`src/hw/rtl/islc_pkg.sv`:
```
// Shared types, constants and helper functions for the infrared slotted link controller.
// Used by every RTL file of the block but islc_ram; depends on nothing.
package islc_pkg;

    // FIFO sizing and line timing.
    localparam int RX_DEPTH      = 64;
    localparam int TX_DEPTH      = 64;
    localparam int BITS_PER_BYTE = 10;

    localparam int RX_PTR_W = $clog2(RX_DEPTH);
    localparam int TX_PTR_W = $clog2(TX_DEPTH);
    localparam int RX_CNT_W = $clog2(RX_DEPTH + 1);
    localparam int TX_CNT_W = $clog2(TX_DEPTH + 1);

    // Frame length register and its clamp.
    localparam int FRAME_W   = 7;
    localparam int MAX_FRAME = 64;
    localparam int BURST_W   = 7;
    localparam int BURST_CMP_W = (TX_CNT_W > FRAME_W) ? TX_CNT_W : FRAME_W;

    localparam int SLOT_W  = 11;
    localparam int LEVEL_W = 7;
    localparam int BYTE_W  = 8;

    // Configuration port.
    localparam int APB_ADDR_W = 3;
    localparam int APB_DATA_W = 32;
    localparam logic REG_FRAME_LENGTH = 1'b0;
    localparam logic REG_MASTER_MODE  = 1'b1;

    localparam logic [FRAME_W-1:0] FRAME_LENGTH_RESET = FRAME_W'(16);
    localparam logic               MASTER_MODE_RESET  = 1'b1;

    typedef enum logic [1:0] {
        ACT_TICK  = 2'd0,
        ACT_EVENT = 2'd1,
        ACT_WRITE = 2'd2,
        ACT_READ  = 2'd3
    } t_action;

    typedef enum logic [1:0] {
        LM_IDLE  = 2'd0,
        LM_WAIT  = 2'd1,
        LM_BREAK = 2'd2,
        LM_DATA  = 2'd3
    } t_link_mode;

    typedef struct packed {
        logic [1:0]        action;
        logic              idle_seen;
        logic              break_seen;
        logic              rx_ready;
        logic              framing_error;
        logic              tx_empty;
        logic [BYTE_W-1:0] rx_byte;
        logic [BYTE_W-1:0] wr_byte;
    } t_in_item;

    typedef struct packed {
        logic               tx_valid;
        logic [BYTE_W-1:0]  tx_byte;
        logic               send_break;
        logic               notify;
        logic               irq_request;
        logic               write_accepted;
        logic               rd_valid;
        logic [BYTE_W-1:0]  rd_byte;
        logic [LEVEL_W-1:0] rx_level;
        logic [LEVEL_W-1:0] tx_level;
    } t_out_item;

    // Configuration seen by the link controller.
    typedef struct packed {
        logic [FRAME_W-1:0] frame_length;
        logic               master_mode;
        logic               master_wr;
    } t_cfg;

    // Everything of a result except the bytes that still come out of the stores.
    typedef struct packed {
        logic               tx_valid;
        logic               tx_pop;
        logic               send_break;
        logic               notify;
        logic               irq_request;
        logic               write_accepted;
        logic               rd_valid;
        logic [LEVEL_W-1:0] rx_level;
        logic [LEVEL_W-1:0] tx_level;
    } t_ctl_res;

    typedef struct packed {
        logic                we;
        logic [RX_PTR_W-1:0] waddr;
        logic [BYTE_W-1:0]   wdata;
        logic                re;
        logic [RX_PTR_W-1:0] raddr;
    } t_rx_req;

    typedef struct packed {
        logic                we;
        logic [TX_PTR_W-1:0] waddr;
        logic [BYTE_W-1:0]   wdata;
        logic                re;
        logic [TX_PTR_W-1:0] raddr;
    } t_tx_req;

    // Frame length clamped to 1..MAX_FRAME.
    function automatic logic [FRAME_W-1:0] eff_width(input logic [FRAME_W-1:0] fl);
        logic [FRAME_W-1:0] w;
        w = fl;
        if (fl == '0) begin
            w = FRAME_W'(1);
        end else if (fl > FRAME_W'(MAX_FRAME)) begin
            w = FRAME_W'(MAX_FRAME);
        end
        return w;
    endfunction

    // Slot period in bit ticks for the given clamped width.
    function automatic logic [SLOT_W-1:0] slot_period(input logic [FRAME_W-1:0] w,
                                                      input logic master);
        logic [SLOT_W-1:0] p;
        if (master) begin
            p = (SLOT_W'(w) + SLOT_W'(2)) * SLOT_W'(2 * BITS_PER_BYTE);
        end else begin
            p = (SLOT_W'(w) + SLOT_W'(1)) * SLOT_W'(BITS_PER_BYTE);
        end
        return p;
    endfunction

endpackage

```
`src/hw/rtl/islc_ram.sv`:
```
// Generic single-write, single-read synchronous RAM with a registered read port.
// Stands alone; the byte FIFOs of the link controller are built on it.
module islc_ram #(
    parameter int DEPTH = 64,
    parameter int WIDTH = 8,
    localparam int AW   = $clog2(DEPTH)
) (
    input  logic             i_clk,
    input  logic             i_we,
    input  logic [AW-1:0]    i_waddr,
    input  logic [WIDTH-1:0] i_wdata,
    input  logic             i_re,
    input  logic [AW-1:0]    i_raddr,
    output logic [WIDTH-1:0] o_rdata
);

    logic [WIDTH-1:0] r_mem [DEPTH];
    logic [WIDTH-1:0] r_rdata;

    always_ff @(posedge i_clk) begin
        if (i_we) begin
            r_mem[i_waddr] <= i_wdata;
        end
    end

    // Read data holds until the next read is issued.
    always_ff @(posedge i_clk) begin
        if (i_re) begin
            r_rdata <= r_mem[i_raddr];
        end
    end

    assign o_rdata = r_rdata;

endmodule

```
`src/hw/rtl/islc_link_ctl.sv`:
```
// Link control of the infrared slotted link controller: slot timer, link mode, burst state
// and FIFO pointers, plus the store accesses of each item. Depends on islc_pkg.
module islc_link_ctl (
    input  logic                i_clk,
    input  logic                i_rst_n,
    input  logic                i_accept,
    input  islc_pkg::t_in_item  i_item,
    input  islc_pkg::t_cfg      i_cfg,
    output islc_pkg::t_ctl_res  o_res,
    output islc_pkg::t_rx_req   o_rx_req,
    output islc_pkg::t_tx_req   o_tx_req
);

    islc_pkg::t_link_mode                 r_link_mode, n_link_mode;
    logic [islc_pkg::BURST_W-1:0]         r_burst_left, n_burst_left;
    logic                                 r_burst_on, n_burst_on;
    logic                                 r_timer_run, n_timer_run;
    logic [islc_pkg::SLOT_W-1:0]          r_slot_count, n_slot_count;
    logic [islc_pkg::RX_PTR_W-1:0]        r_rx_head, n_rx_head, r_rx_tail, n_rx_tail;
    logic [islc_pkg::TX_PTR_W-1:0]        r_tx_head, n_tx_head, r_tx_tail, n_tx_tail;
    logic [islc_pkg::RX_CNT_W-1:0]        r_rx_count, n_rx_count;
    logic [islc_pkg::TX_CNT_W-1:0]        r_tx_count, n_tx_count;

    islc_pkg::t_ctl_res res;
    islc_pkg::t_rx_req  rx_req;
    islc_pkg::t_tx_req  tx_req;

    always_comb begin
        logic [islc_pkg::FRAME_W-1:0]     w;
        logic [islc_pkg::SLOT_W-1:0]      period;
        logic [islc_pkg::SLOT_W-1:0]      cnt_inc;
        logic                             ev;
        logic [islc_pkg::BURST_CMP_W-1:0] cnt_cmp;
        logic [islc_pkg::BURST_CMP_W-1:0] w_cmp;

        n_link_mode  = r_link_mode;
        n_burst_left = r_burst_left;
        n_burst_on   = r_burst_on;
        n_timer_run  = r_timer_run;
        n_slot_count = r_slot_count;
        n_rx_head    = r_rx_head;
        n_rx_tail    = r_rx_tail;
        n_rx_count   = r_rx_count;
        n_tx_head    = r_tx_head;
        n_tx_tail    = r_tx_tail;
        n_tx_count   = r_tx_count;
        res          = '0;
        rx_req       = '0;
        tx_req       = '0;
        ev           = 1'b0;

        w       = islc_pkg::eff_width(i_cfg.frame_length);
        period  = islc_pkg::slot_period(w, i_cfg.master_mode);
        cnt_inc = r_slot_count + islc_pkg::SLOT_W'(1);
        cnt_cmp = islc_pkg::BURST_CMP_W'(r_tx_count);
        w_cmp   = islc_pkg::BURST_CMP_W'(w);

        case (islc_pkg::t_action'(i_item.action))
            islc_pkg::ACT_TICK: begin
                if (r_timer_run) begin
                    if (cnt_inc >= period) begin
                        n_slot_count = '0;
                        if (i_cfg.master_mode || (r_tx_count != '0)) begin
                            res.send_break = 1'b1;
                            n_link_mode    = islc_pkg::LM_BREAK;
                        end else if (r_rx_count != '0) begin
                            res.irq_request = 1'b1;
                            n_link_mode     = islc_pkg::LM_BREAK;
                        end
                        // A slave slot fires only once per received break.
                        if (!i_cfg.master_mode) begin
                            n_timer_run = 1'b0;
                        end
                    end else begin
                        n_slot_count = cnt_inc;
                    end
                end
            end
            islc_pkg::ACT_EVENT: begin
                if (i_item.idle_seen && (r_rx_count != '0)) begin
                    ev = 1'b1;
                end
                // The break has gone out: start the burst or fall back to idle.
                if (r_link_mode == islc_pkg::LM_BREAK) begin
                    if (r_rx_count != '0) begin
                        ev = 1'b1;
                    end
                    if (r_tx_count != '0) begin
                        n_burst_on   = 1'b1;
                        n_burst_left = (cnt_cmp < w_cmp) ? islc_pkg::BURST_W'(cnt_cmp)
                                                         : islc_pkg::BURST_W'(w_cmp);
                        n_link_mode  = islc_pkg::LM_DATA;
                    end else begin
                        n_link_mode = islc_pkg::LM_IDLE;
                    end
                end
                if (i_item.break_seen) begin
                    if (!i_cfg.master_mode) begin
                        n_timer_run  = 1'b1;
                        n_slot_count = '0;
                        n_link_mode  = islc_pkg::LM_WAIT;
                    end
                end else if (i_item.rx_ready && !i_item.framing_error &&
                             (r_rx_count < islc_pkg::RX_CNT_W'(islc_pkg::RX_DEPTH))) begin
                    rx_req.we    = 1'b1;
                    rx_req.waddr = r_rx_tail;
                    rx_req.wdata = i_item.rx_byte;
                    n_rx_tail    = (r_rx_tail == islc_pkg::RX_PTR_W'(islc_pkg::RX_DEPTH - 1))
                                   ? '0 : r_rx_tail + islc_pkg::RX_PTR_W'(1);
                    n_rx_count   = r_rx_count + islc_pkg::RX_CNT_W'(1);
                end
                if (n_burst_on && i_item.tx_empty) begin
                    res.tx_valid = 1'b1;
                    if (r_tx_count != '0) begin
                        res.tx_pop   = 1'b1;
                        tx_req.re    = 1'b1;
                        tx_req.raddr = r_tx_head;
                        n_tx_head    = (r_tx_head == islc_pkg::TX_PTR_W'(islc_pkg::TX_DEPTH - 1))
                                       ? '0 : r_tx_head + islc_pkg::TX_PTR_W'(1);
                        n_tx_count   = r_tx_count - islc_pkg::TX_CNT_W'(1);
                    end
                    if (n_burst_left != '0) begin
                        n_burst_left = n_burst_left - islc_pkg::BURST_W'(1);
                    end
                    if ((n_burst_left == '0) || (n_tx_count == '0)) begin
                        n_burst_left = '0;
                        n_burst_on   = 1'b0;
                        n_link_mode  = islc_pkg::LM_IDLE;
                    end
                end
                res.notify = ev;
            end
            islc_pkg::ACT_WRITE: begin
                if (r_tx_count < islc_pkg::TX_CNT_W'(islc_pkg::TX_DEPTH)) begin
                    tx_req.we          = 1'b1;
                    tx_req.waddr       = r_tx_tail;
                    tx_req.wdata       = i_item.wr_byte;
                    n_tx_tail          = (r_tx_tail == islc_pkg::TX_PTR_W'(islc_pkg::TX_DEPTH - 1))
                                         ? '0 : r_tx_tail + islc_pkg::TX_PTR_W'(1);
                    n_tx_count         = r_tx_count + islc_pkg::TX_CNT_W'(1);
                    res.write_accepted = 1'b1;
                end
            end
            islc_pkg::ACT_READ: begin
                if (r_rx_count != '0) begin
                    res.rd_valid = 1'b1;
                    rx_req.re    = 1'b1;
                    rx_req.raddr = r_rx_head;
                    n_rx_head    = (r_rx_head == islc_pkg::RX_PTR_W'(islc_pkg::RX_DEPTH - 1))
                                   ? '0 : r_rx_head + islc_pkg::RX_PTR_W'(1);
                    n_rx_count   = r_rx_count - islc_pkg::RX_CNT_W'(1);
                end
            end
            default: begin
            end
        endcase

        res.rx_level = islc_pkg::LEVEL_W'(n_rx_count);
        res.tx_level = islc_pkg::LEVEL_W'(n_tx_count);

        // Store accesses only happen for an accepted beat.
        rx_req.we = rx_req.we && i_accept;
        rx_req.re = rx_req.re && i_accept;
        tx_req.we = tx_req.we && i_accept;
        tx_req.re = tx_req.re && i_accept;
    end

    assign o_res    = res;
    assign o_rx_req = rx_req;
    assign o_tx_req = tx_req;

    always_ff @(posedge i_clk) begin
        if (!i_rst_n) begin
            r_link_mode  <= islc_pkg::LM_IDLE;
            r_burst_left <= '0;
            r_burst_on   <= 1'b0;
            r_timer_run  <= islc_pkg::MASTER_MODE_RESET;
            r_slot_count <= '0;
            r_rx_head    <= '0;
            r_rx_tail    <= '0;
            r_rx_count   <= '0;
            r_tx_head    <= '0;
            r_tx_tail    <= '0;
            r_tx_count   <= '0;
        end else if (i_cfg.master_wr) begin
            r_timer_run  <= i_cfg.master_mode;
            r_slot_count <= '0;
        end else if (i_accept) begin
            r_link_mode  <= n_link_mode;
            r_burst_left <= n_burst_left;
            r_burst_on   <= n_burst_on;
            r_timer_run  <= n_timer_run;
            r_slot_count <= n_slot_count;
            r_rx_head    <= n_rx_head;
            r_rx_tail    <= n_rx_tail;
            r_rx_count   <= n_rx_count;
            r_tx_head    <= n_tx_head;
            r_tx_tail    <= n_tx_tail;
            r_tx_count   <= n_tx_count;
        end
    end

endmodule

```
`src/hw/rtl/islc_out_pipe.sv`:
```
// Result pipeline: a stage that waits for the store read data and the output register.
// Depends on islc_pkg.
module islc_out_pipe (
    input  logic                                i_clk,
    input  logic                                i_rst_n,
    input  logic                                i_accept,
    input  islc_pkg::t_ctl_res                  i_res,
    input  logic [islc_pkg::BYTE_W-1:0]         i_rx_rdata,
    input  logic [islc_pkg::BYTE_W-1:0]         i_tx_rdata,
    input  logic                                i_out_stall,
    output logic                                o_free,
    output logic                                o_out_valid,
    output islc_pkg::t_out_item                 o_out
);

    logic                 r_s1_valid, n_s1_valid;
    islc_pkg::t_ctl_res   r_s1;
    logic                 r_out_valid;
    islc_pkg::t_out_item  r_out, n_out;
    logic                 s1_adv;

    assign s1_adv     = !r_out_valid || !i_out_stall;
    assign o_free     = !r_s1_valid || s1_adv;
    assign n_s1_valid = i_accept || (r_s1_valid && !s1_adv);

    // Store bytes come from the registered RAM read ports and are merged here.
    always_comb begin
        n_out                = '0;
        n_out.tx_valid       = r_s1.tx_valid;
        n_out.tx_byte        = r_s1.tx_pop ? i_tx_rdata : '0;
        n_out.send_break     = r_s1.send_break;
        n_out.notify         = r_s1.notify;
        n_out.irq_request    = r_s1.irq_request;
        n_out.write_accepted = r_s1.write_accepted;
        n_out.rd_valid       = r_s1.rd_valid;
        n_out.rd_byte        = r_s1.rd_valid ? i_rx_rdata : '0;
        n_out.rx_level       = r_s1.rx_level;
        n_out.tx_level       = r_s1.tx_level;
    end

    always_ff @(posedge i_clk) begin
        if (!i_rst_n) begin
            r_s1_valid  <= 1'b0;
            r_out_valid <= 1'b0;
        end else begin
            r_s1_valid <= n_s1_valid;
            if (s1_adv) begin
                r_out_valid <= r_s1_valid;
            end
        end
    end

    always_ff @(posedge i_clk) begin
        if (i_accept) begin
            r_s1 <= i_res;
        end
        if (s1_adv && r_s1_valid) begin
            r_out <= n_out;
        end
    end

    assign o_out_valid = r_out_valid;
    assign o_out       = r_out;

endmodule

```
`src/hw/rtl/infrared_slotted_link_controller_unit.sv`:
```
// Top level of the infrared slotted link controller: configuration registers, link control,
// the two byte stores and the result pipeline. Depends on islc_pkg and the islc_* modules.
//
// Use: every input beat carries one action (bit tick, serial event, host write byte or host
// read byte) and produces exactly one result beat with the transmit handoff, break request,
// notify pulse, irq request, host write and read status and both FIFO levels after the action.
// Both channels use valid/stall; a beat moves when valid is high and stall is low.
//
// Throughput is one beat per cycle while the output is not stalled. All link state (slot
// timer, link mode, burst state and FIFO pointers) sits in flops that update at the accept
// edge, so the next beat sees it at once. The receive and transmit bytes live in two
// synchronous RAMs with one write and one registered read port each; an item does at most one
// access per RAM, and a write is always visible to any later read, so no forwarding exists.
//
// Pipeline: the accept edge loads the middle stage and issues the RAM read; when the middle
// stage moves on, the read data is merged into the output register, which then holds the
// result beat as valid. While the receiver stalls, the output holds and one more beat is
// taken into the middle stage; after that the input stall rises, combinationally from the
// output stall.
//
// Reset (synchronous, active low) empties both FIFOs, sets the link idle and loads the
// register defaults: frame length 16, master mode on with its slot timer running. The RAM
// contents are not cleared; only written entries are ever read.
//
// Configuration: frame_length at byte address 0, master_mode at byte address 4; address bit 2
// selects the register. Writing master_mode restarts the slot count and sets the timer run
// state to the new mode. The user writes registers only while idle; the block does not check.
module infrared_slotted_link_controller_unit (
    input  logic                                 i_clk,
    input  logic                                 i_rst_n,
    input  logic                                 i_in_valid,
    output logic                                 o_in_stall,
    input  islc_pkg::t_in_item                   i_in,
    output logic                                 o_out_valid,
    input  logic                                 i_out_stall,
    output islc_pkg::t_out_item                  o_out,
    input  logic                                 psel,
    input  logic                                 penable,
    input  logic                                 pwrite,
    input  logic [islc_pkg::APB_ADDR_W-1:0]      paddr,
    input  logic [islc_pkg::APB_DATA_W-1:0]      pwdata,
    output logic [islc_pkg::APB_DATA_W-1:0]      prdata,
    output logic                                 pready
);

    logic [islc_pkg::FRAME_W-1:0] r_frame_length, n_frame_length;
    logic                         r_master_mode, n_master_mode;
    logic                         cfg_wr;
    islc_pkg::t_cfg               cfg;

    logic                         accept;
    logic                         pipe_free;
    islc_pkg::t_ctl_res           ctl_res;
    islc_pkg::t_rx_req            rx_req;
    islc_pkg::t_tx_req            tx_req;
    logic [islc_pkg::BYTE_W-1:0]  rx_rdata;
    logic [islc_pkg::BYTE_W-1:0]  tx_rdata;

    // The port never inserts wait states.
    assign pready = 1'b1;
    assign cfg_wr = psel && penable && pwrite && pready;

    always_comb begin
        n_frame_length = r_frame_length;
        n_master_mode  = r_master_mode;
        if (cfg_wr) begin
            case (paddr[2])
                islc_pkg::REG_FRAME_LENGTH: n_frame_length = pwdata[islc_pkg::FRAME_W-1:0];
                islc_pkg::REG_MASTER_MODE:  n_master_mode  = pwdata[0];
                default: begin
                end
            endcase
        end
    end

    always_ff @(posedge i_clk) begin
        if (!i_rst_n) begin
            r_frame_length <= islc_pkg::FRAME_LENGTH_RESET;
            r_master_mode  <= islc_pkg::MASTER_MODE_RESET;
        end else begin
            r_frame_length <= n_frame_length;
            r_master_mode  <= n_master_mode;
        end
    end

    always_comb begin
        prdata = '0;
        case (paddr[2])
            islc_pkg::REG_FRAME_LENGTH: prdata = islc_pkg::APB_DATA_W'(r_frame_length);
            islc_pkg::REG_MASTER_MODE:  prdata = islc_pkg::APB_DATA_W'(r_master_mode);
            default: begin
            end
        endcase
    end

    // The link control sees a mode write at the edge that stores it, so the timer run
    // state it loads there is the new mode.
    assign cfg.frame_length = r_frame_length;
    assign cfg.master_mode  = n_master_mode;
    assign cfg.master_wr    = cfg_wr && (paddr[2] == islc_pkg::REG_MASTER_MODE);

    // A beat is taken whenever the middle stage is empty or moving on.
    assign accept     = i_in_valid && pipe_free;
    assign o_in_stall = !pipe_free;

    islc_link_ctl u_link_ctl (
        .i_clk    (i_clk),
        .i_rst_n  (i_rst_n),
        .i_accept (accept),
        .i_item   (i_in),
        .i_cfg    (cfg),
        .o_res    (ctl_res),
        .o_rx_req (rx_req),
        .o_tx_req (tx_req)
    );

    islc_ram #(
        .DEPTH (islc_pkg::RX_DEPTH),
        .WIDTH (islc_pkg::BYTE_W)
    ) u_rx_ram (
        .i_clk   (i_clk),
        .i_we    (rx_req.we),
        .i_waddr (rx_req.waddr),
        .i_wdata (rx_req.wdata),
        .i_re    (rx_req.re),
        .i_raddr (rx_req.raddr),
        .o_rdata (rx_rdata)
    );

    islc_ram #(
        .DEPTH (islc_pkg::TX_DEPTH),
        .WIDTH (islc_pkg::BYTE_W)
    ) u_tx_ram (
        .i_clk   (i_clk),
        .i_we    (tx_req.we),
        .i_waddr (tx_req.waddr),
        .i_wdata (tx_req.wdata),
        .i_re    (tx_req.re),
        .i_raddr (tx_req.raddr),
        .o_rdata (tx_rdata)
    );

    islc_out_pipe u_out_pipe (
        .i_clk       (i_clk),
        .i_rst_n     (i_rst_n),
        .i_accept    (accept),
        .i_res       (ctl_res),
        .i_rx_rdata  (rx_rdata),
        .i_tx_rdata  (tx_rdata),
        .i_out_stall (i_out_stall),
        .o_free      (pipe_free),
        .o_out_valid (o_out_valid),
        .o_out       (o_out)
    );

endmodule

```
`config.mk`:
```
export PLATFORM = sky130hd
export DESIGN_NAME = infrared_slotted_link_controller_unit
export DESIGN_NICKNAME = d
export VERILOG_FILES = /design/src/hw/rtl/islc_pkg.sv /design/src/hw/rtl/islc_ram.sv /design/src/hw/rtl/islc_link_ctl.sv /design/src/hw/rtl/islc_out_pipe.sv /design/src/hw/rtl/infrared_slotted_link_controller_unit.sv
export SDC_FILE = /design/constraint.sdc
export NUM_CORES = 2
export LEC_CHECK = 0
export BUFFER_PORTS_ARGS = -buffer_cell sky130_fd_sc_hd__buf_4
export CORE_ASPECT_RATIO = 0.5
export CORE_MARGIN = 2
export CORE_UTILIZATION = 55
export DETAILED_ROUTE_END_ITERATION = 10
export PLACE_DENSITY = 0.72
export SYNTH_ARGS = -nofsm -noshare
export SYNTH_HDL_FRONTEND = slang
export SYNTH_SLANG_ARGS = --single-unit
```
`constraint.sdc`:
```
create_clock -name i_clk -period 8 [get_ports i_clk]
set_clock_uncertainty 0.2 [all_clocks]
set_input_delay 1.6 -clock i_clk [delete_from_list [all_inputs] [get_ports i_clk]]
set_output_delay 1.6 -clock i_clk [all_outputs]
set_load 0.01 [all_outputs]
```
==> results.py <==
metrics = {
    "status": {
        "status": "finished clean",
    },
    "cts": {
        "cts_max_level": 3,
        "cts.sinks": 1167,
        "cts_tree": "yes",
        "clk_latency_ps": 700,
        "cts_buffer_depth": 3,
        "postCtsResizedCells": 0,
        "path_clk_slew_ps": 70,
        "postCtsHoldBufs": 0,
        "cts_made_buffers": 98,
        "cts-root-buf": "clkbuf_16",
        "post_cts_buffers": 0,
    },
    "global_route": {
        "grt_pass1_vias": 28660,
        "grt_max_degree": 71,
        "antenna_found_initial": 1,
        "grt_pass1_wl_mm": 171.4,
        "grt-ovfl-total": 0,
        "groute.usage.overall_pct": 24.47,
    },
    "floorplan": {
        "die-width_um": 427.0,
        "std_cell_rows": 77,
        "die_h_um": 215.5,
        "core_um2": 88440,
        "die_area_um2": 92020,
        "boundaryPins": 136,
        "start_util_pct": 55.64,
    },
    "cells_and_area": {
        "drive_gt1_share_pct": 11.33,
        "final_common_cell": "edfxtp_1",
        "syn2layout_area_growth_pct": 9.431,
        "fillCellCount": 6557,
        "nNetsFinal": 3650,
        "final_cell_count_no_fill": 4794,
        "antenna_cells": 0,
        "final_cell_mix": "edfxtp_1, nand2_1, nor2_1",
    },
    "logic_synthesis": {
        "synthCells": 3512,
        "syn_area_per_cell_um2": 14.01,
        "synth_top_area_share_pct": 66.94,
        "synth.area.top_cells": "edfxtp_1, nand2_1, mux4_2",
        "ys_seq_area_share_pct": 69.79,
        "synth_top_area_cell": "edfxtp_1",
        "synth_area_um2": 49210,
        "synth_ff_type": "edfxtp_1",
        "ys_types": 88,
        "yosys_warnings": 0,
        "synthArstFlopShare_pct": 0,
        "synth-seq-cells": 1167,
        "synth_edf_count": 1097,
    },
    "routing": {
        "met3_length_mm": 8.984,
        "via_count": 29660,
        "routed_wl_mm": 113.4,
        "highest_layer": "met4",
        "drt_iter0_drc": 3646,
        "drt_first_pass_iters": 6,
        "wire_per_inst_um": 23.66,
        "vias_per_cell": 6.187,
        "wl_met2_mm": 54.96,
        "drc_errors": 0,
        "ant_nets": 0,
        "wl_met1_mm": 45.75,
    },
    "setup_path": {
        "timing.rr.end": "u_link_ctl.r_slot_count[4]",
        "worstSetupPathType": "reg -> reg",
        "cp-end-kind": "register",
        "crit_slowest_cell": "a31oi_1",
        "critPathLaunch": "r_frame_length[1]",
        "endpoint": "u_link_ctl.r_slot_count[4]",
        "reg2regPathDepth": 23,
        "worstReg2RegStart": "r_frame_length[1]",
        "crit_required_ps": 8410,
        "cp.arrival_ps": 6550,
        "crit_path_max_incr_delay_ps": 480,
        "start_kind": "register",
        "crit_chain": "nor3_2 > a21oi_1 > nor2_1 > ha_1 > nand3_1 > xor2_1 > nor2_1 > ha_1 > fa_1 > a21o_1 > a21oi_1 > nor2b_1 > o21ai_0 > o21ai_0 > ha_1 > a21o_1 > a21o_1 > a221o_1 > a31oi_1 > nand3_1 > o21ai_0 > nand2_1 > a21oi_1",
        "path_max_fanout": 13,
        "rrSetupSlack_ps": 1860,
    },
    "power": {
        "p_per_area_nw_per_um2": 217.4,
        "p_leak_nw": 17.20,
        "ir_drop_v": 0.0001775,
        "totalPowerFinal_mw": 11.70,
    },
    "sta": {
        "rsz0062_at_grt": "no",
        "fin_tns_setup_ps": 0,
        "fmax_mhz": 162.8,
        "worst_pin_slew_ps": 1279,
        "post-route-period-util_pct": 76.79,
        "slew_viol_final": 0,
        "finalHoldViolCount": 0,
        "relSlewSlack_pct": 14.75,
        "finalSetupViolations": 0,
        "finalCriticalPeriod_ps": 6143,
    },
    "min_path": {
        "hold_path.class": "reg -> reg",
    },
    "place": {
        "io_buffers": 82,
        "gp_congestion": 0.8434,
        "dp_hpwl_mm": 67.78,
        "placed_cells": 4613,
    },
    "job": {
        "cap_violations": 0,
    },
}
==> critical path: cells and delay by family, from the launching register on <==
kind | cells | cell delay [ps]
AOI/OAI and AO/OA | 11 | 2400
xor gates and xnor gates | 1 | 160
adders and majority gates | 4 | 1350
DFF | 1 | 360
and+or+nand+nor | 7 | 1610
==> kinds of logic (layout without fill, tap and decap cells) <==
family / Yosys count / in the layout / synth area share [%]
other cells: 2 / 28 / 0.01526
buf+inv: 273 / 344 / 2.543
flops: 1167 / 1167 / 69.79
simple gates: 1123 / 1123 / 10.35
mux: 175 / 175 / 5.604
xor+xnor: 51 / 51 / 0.9077
fa+ha+maj: 57 / 57 / 1.480
compound gates: 664 / 664 / 9.314
==> registers in the layout (all words and copies together), names as in the netlist, 2 cells and up <==
register                 flops
u_link_ctl.r_rx_count        7
u_link_ctl.r_burst_left      7
u_link_ctl.r_tx_head         6
u_link_ctl.r_slot_count     11
r_frame_length               7
u_link_ctl.r_link_mode       2
u_rx_ram.o_rdata             8
u_out_pipe.n_out            20
u_link_ctl.r_rx_head         6
u_rx_ram.r_mem             512
u_tx_ram.o_rdata             8
u_link_ctl.r_tx_tail         6
u_link_ctl.r_rx_tail         6
u_link_ctl.r_tx_count        7
u_tx_ram.r_mem             512
u_out_pipe.o_out            36
==> where the power goes <==
part	total, mW	internal [mW]	switching (mW)	leakage (nW)
Sequential	6.67	6.65	0.0213	10.1
Combinational	0.307	0.0993	0.208	5.59
Clock	4.73	2.57	2.16	1.52
Total	11.7	9.31	2.39	17.2
==> Yosys cell counts, types with 15 or more instances <==
cell type / instances
edfxtp_1: 1097
nand2_1: 483
nor2_1: 278
clkbuf_1: 157
o21ai_0: 149
a21oi_1: 93
mux2i_1: 91
nand3_1: 82
mux4_2: 80
dfxtp_1: 70
o211ai_1: 67
a211oi_1: 66
and3_1: 62
or3_1: 58
a311oi_1: 56
ha_1: 55
and2_1: 52
o22ai_1: 51
buf_4: 40
xnor2_1: 29
a31oi_1: 27
a21o_1: 26
inv_1: 26
a21boi_0: 24
buf_2: 22
nand4_1: 22
xor2_1: 22
buf_1: 17
nor2b_1: 17
o311a_1: 16
nor3_1: 15
==> worst min-delay path by stage <==
stage,from,endpoint,slack (ps),cells after the start
CTS,u_out_pipe.n_out[10],u_out_pipe.o_out[10],220,0
detailed placement,u_out_pipe.n_out[0],u_out_pipe.o_out[0],210,0
finish,u_out_pipe.n_out[10],u_out_pipe.o_out[10],220,0
floorplan,u_out_pipe.n_out[0],u_out_pipe.o_out[0],200,0
global route,u_out_pipe.n_out[2],u_out_pipe.o_out[2],230,0
global placement,u_out_pipe.n_out[23],u_out_pipe.o_out[23],210,0
==> layer usage <==
layer  up-vias  track usage (%)
met5         -                0
met4         0            8.709
met3       223            3.904
met2      1323            39.75
met1     14720            33.81
li1      13390                -
==> through the flow <==
| step | instance area (µm²) | hold slack, ps | worst slack [ps] | utilization (%) |
|---|---|---|---|---|
| 6_report | 53850 | 218.8 | 1857 | 60.89 |
| 5_1_grt | 53850 | 229.7 | 1488 | 60.89 |
| 4_1_cts | 53850 | 220.6 | 1954 | 60.89 |
| 3_5_place_dp | 50730 | 205.4 | 2001 | 57.36 |
| 3_3_place_gp | 50730 | 206.7 | 2099 | 57.36 |
| 2_1_floorplan | 49310 | 200.3 | 2868 | - |
==> area by class of cell <==
| class | count | area [µm²] | share of cell area, % |
|---|---|---|---|
| Clock buffer | 123 | 2641 | 4.905 |
| Clock inverter | 58 | 474.2 | 0.8806 |
| Inverter | 30 | 112.6 | 0.2091 |
| Multi-Input combinational cell | 2098 | 13780 | 25.60 |
| Sequential cell | 1167 | 34360 | 63.80 |
| Tap cell | 1185 | 1483 | 2.753 |
| Timing Repair Buffer | 133 | 998.5 | 1.854 |
(Power assumes the default switching activity.)
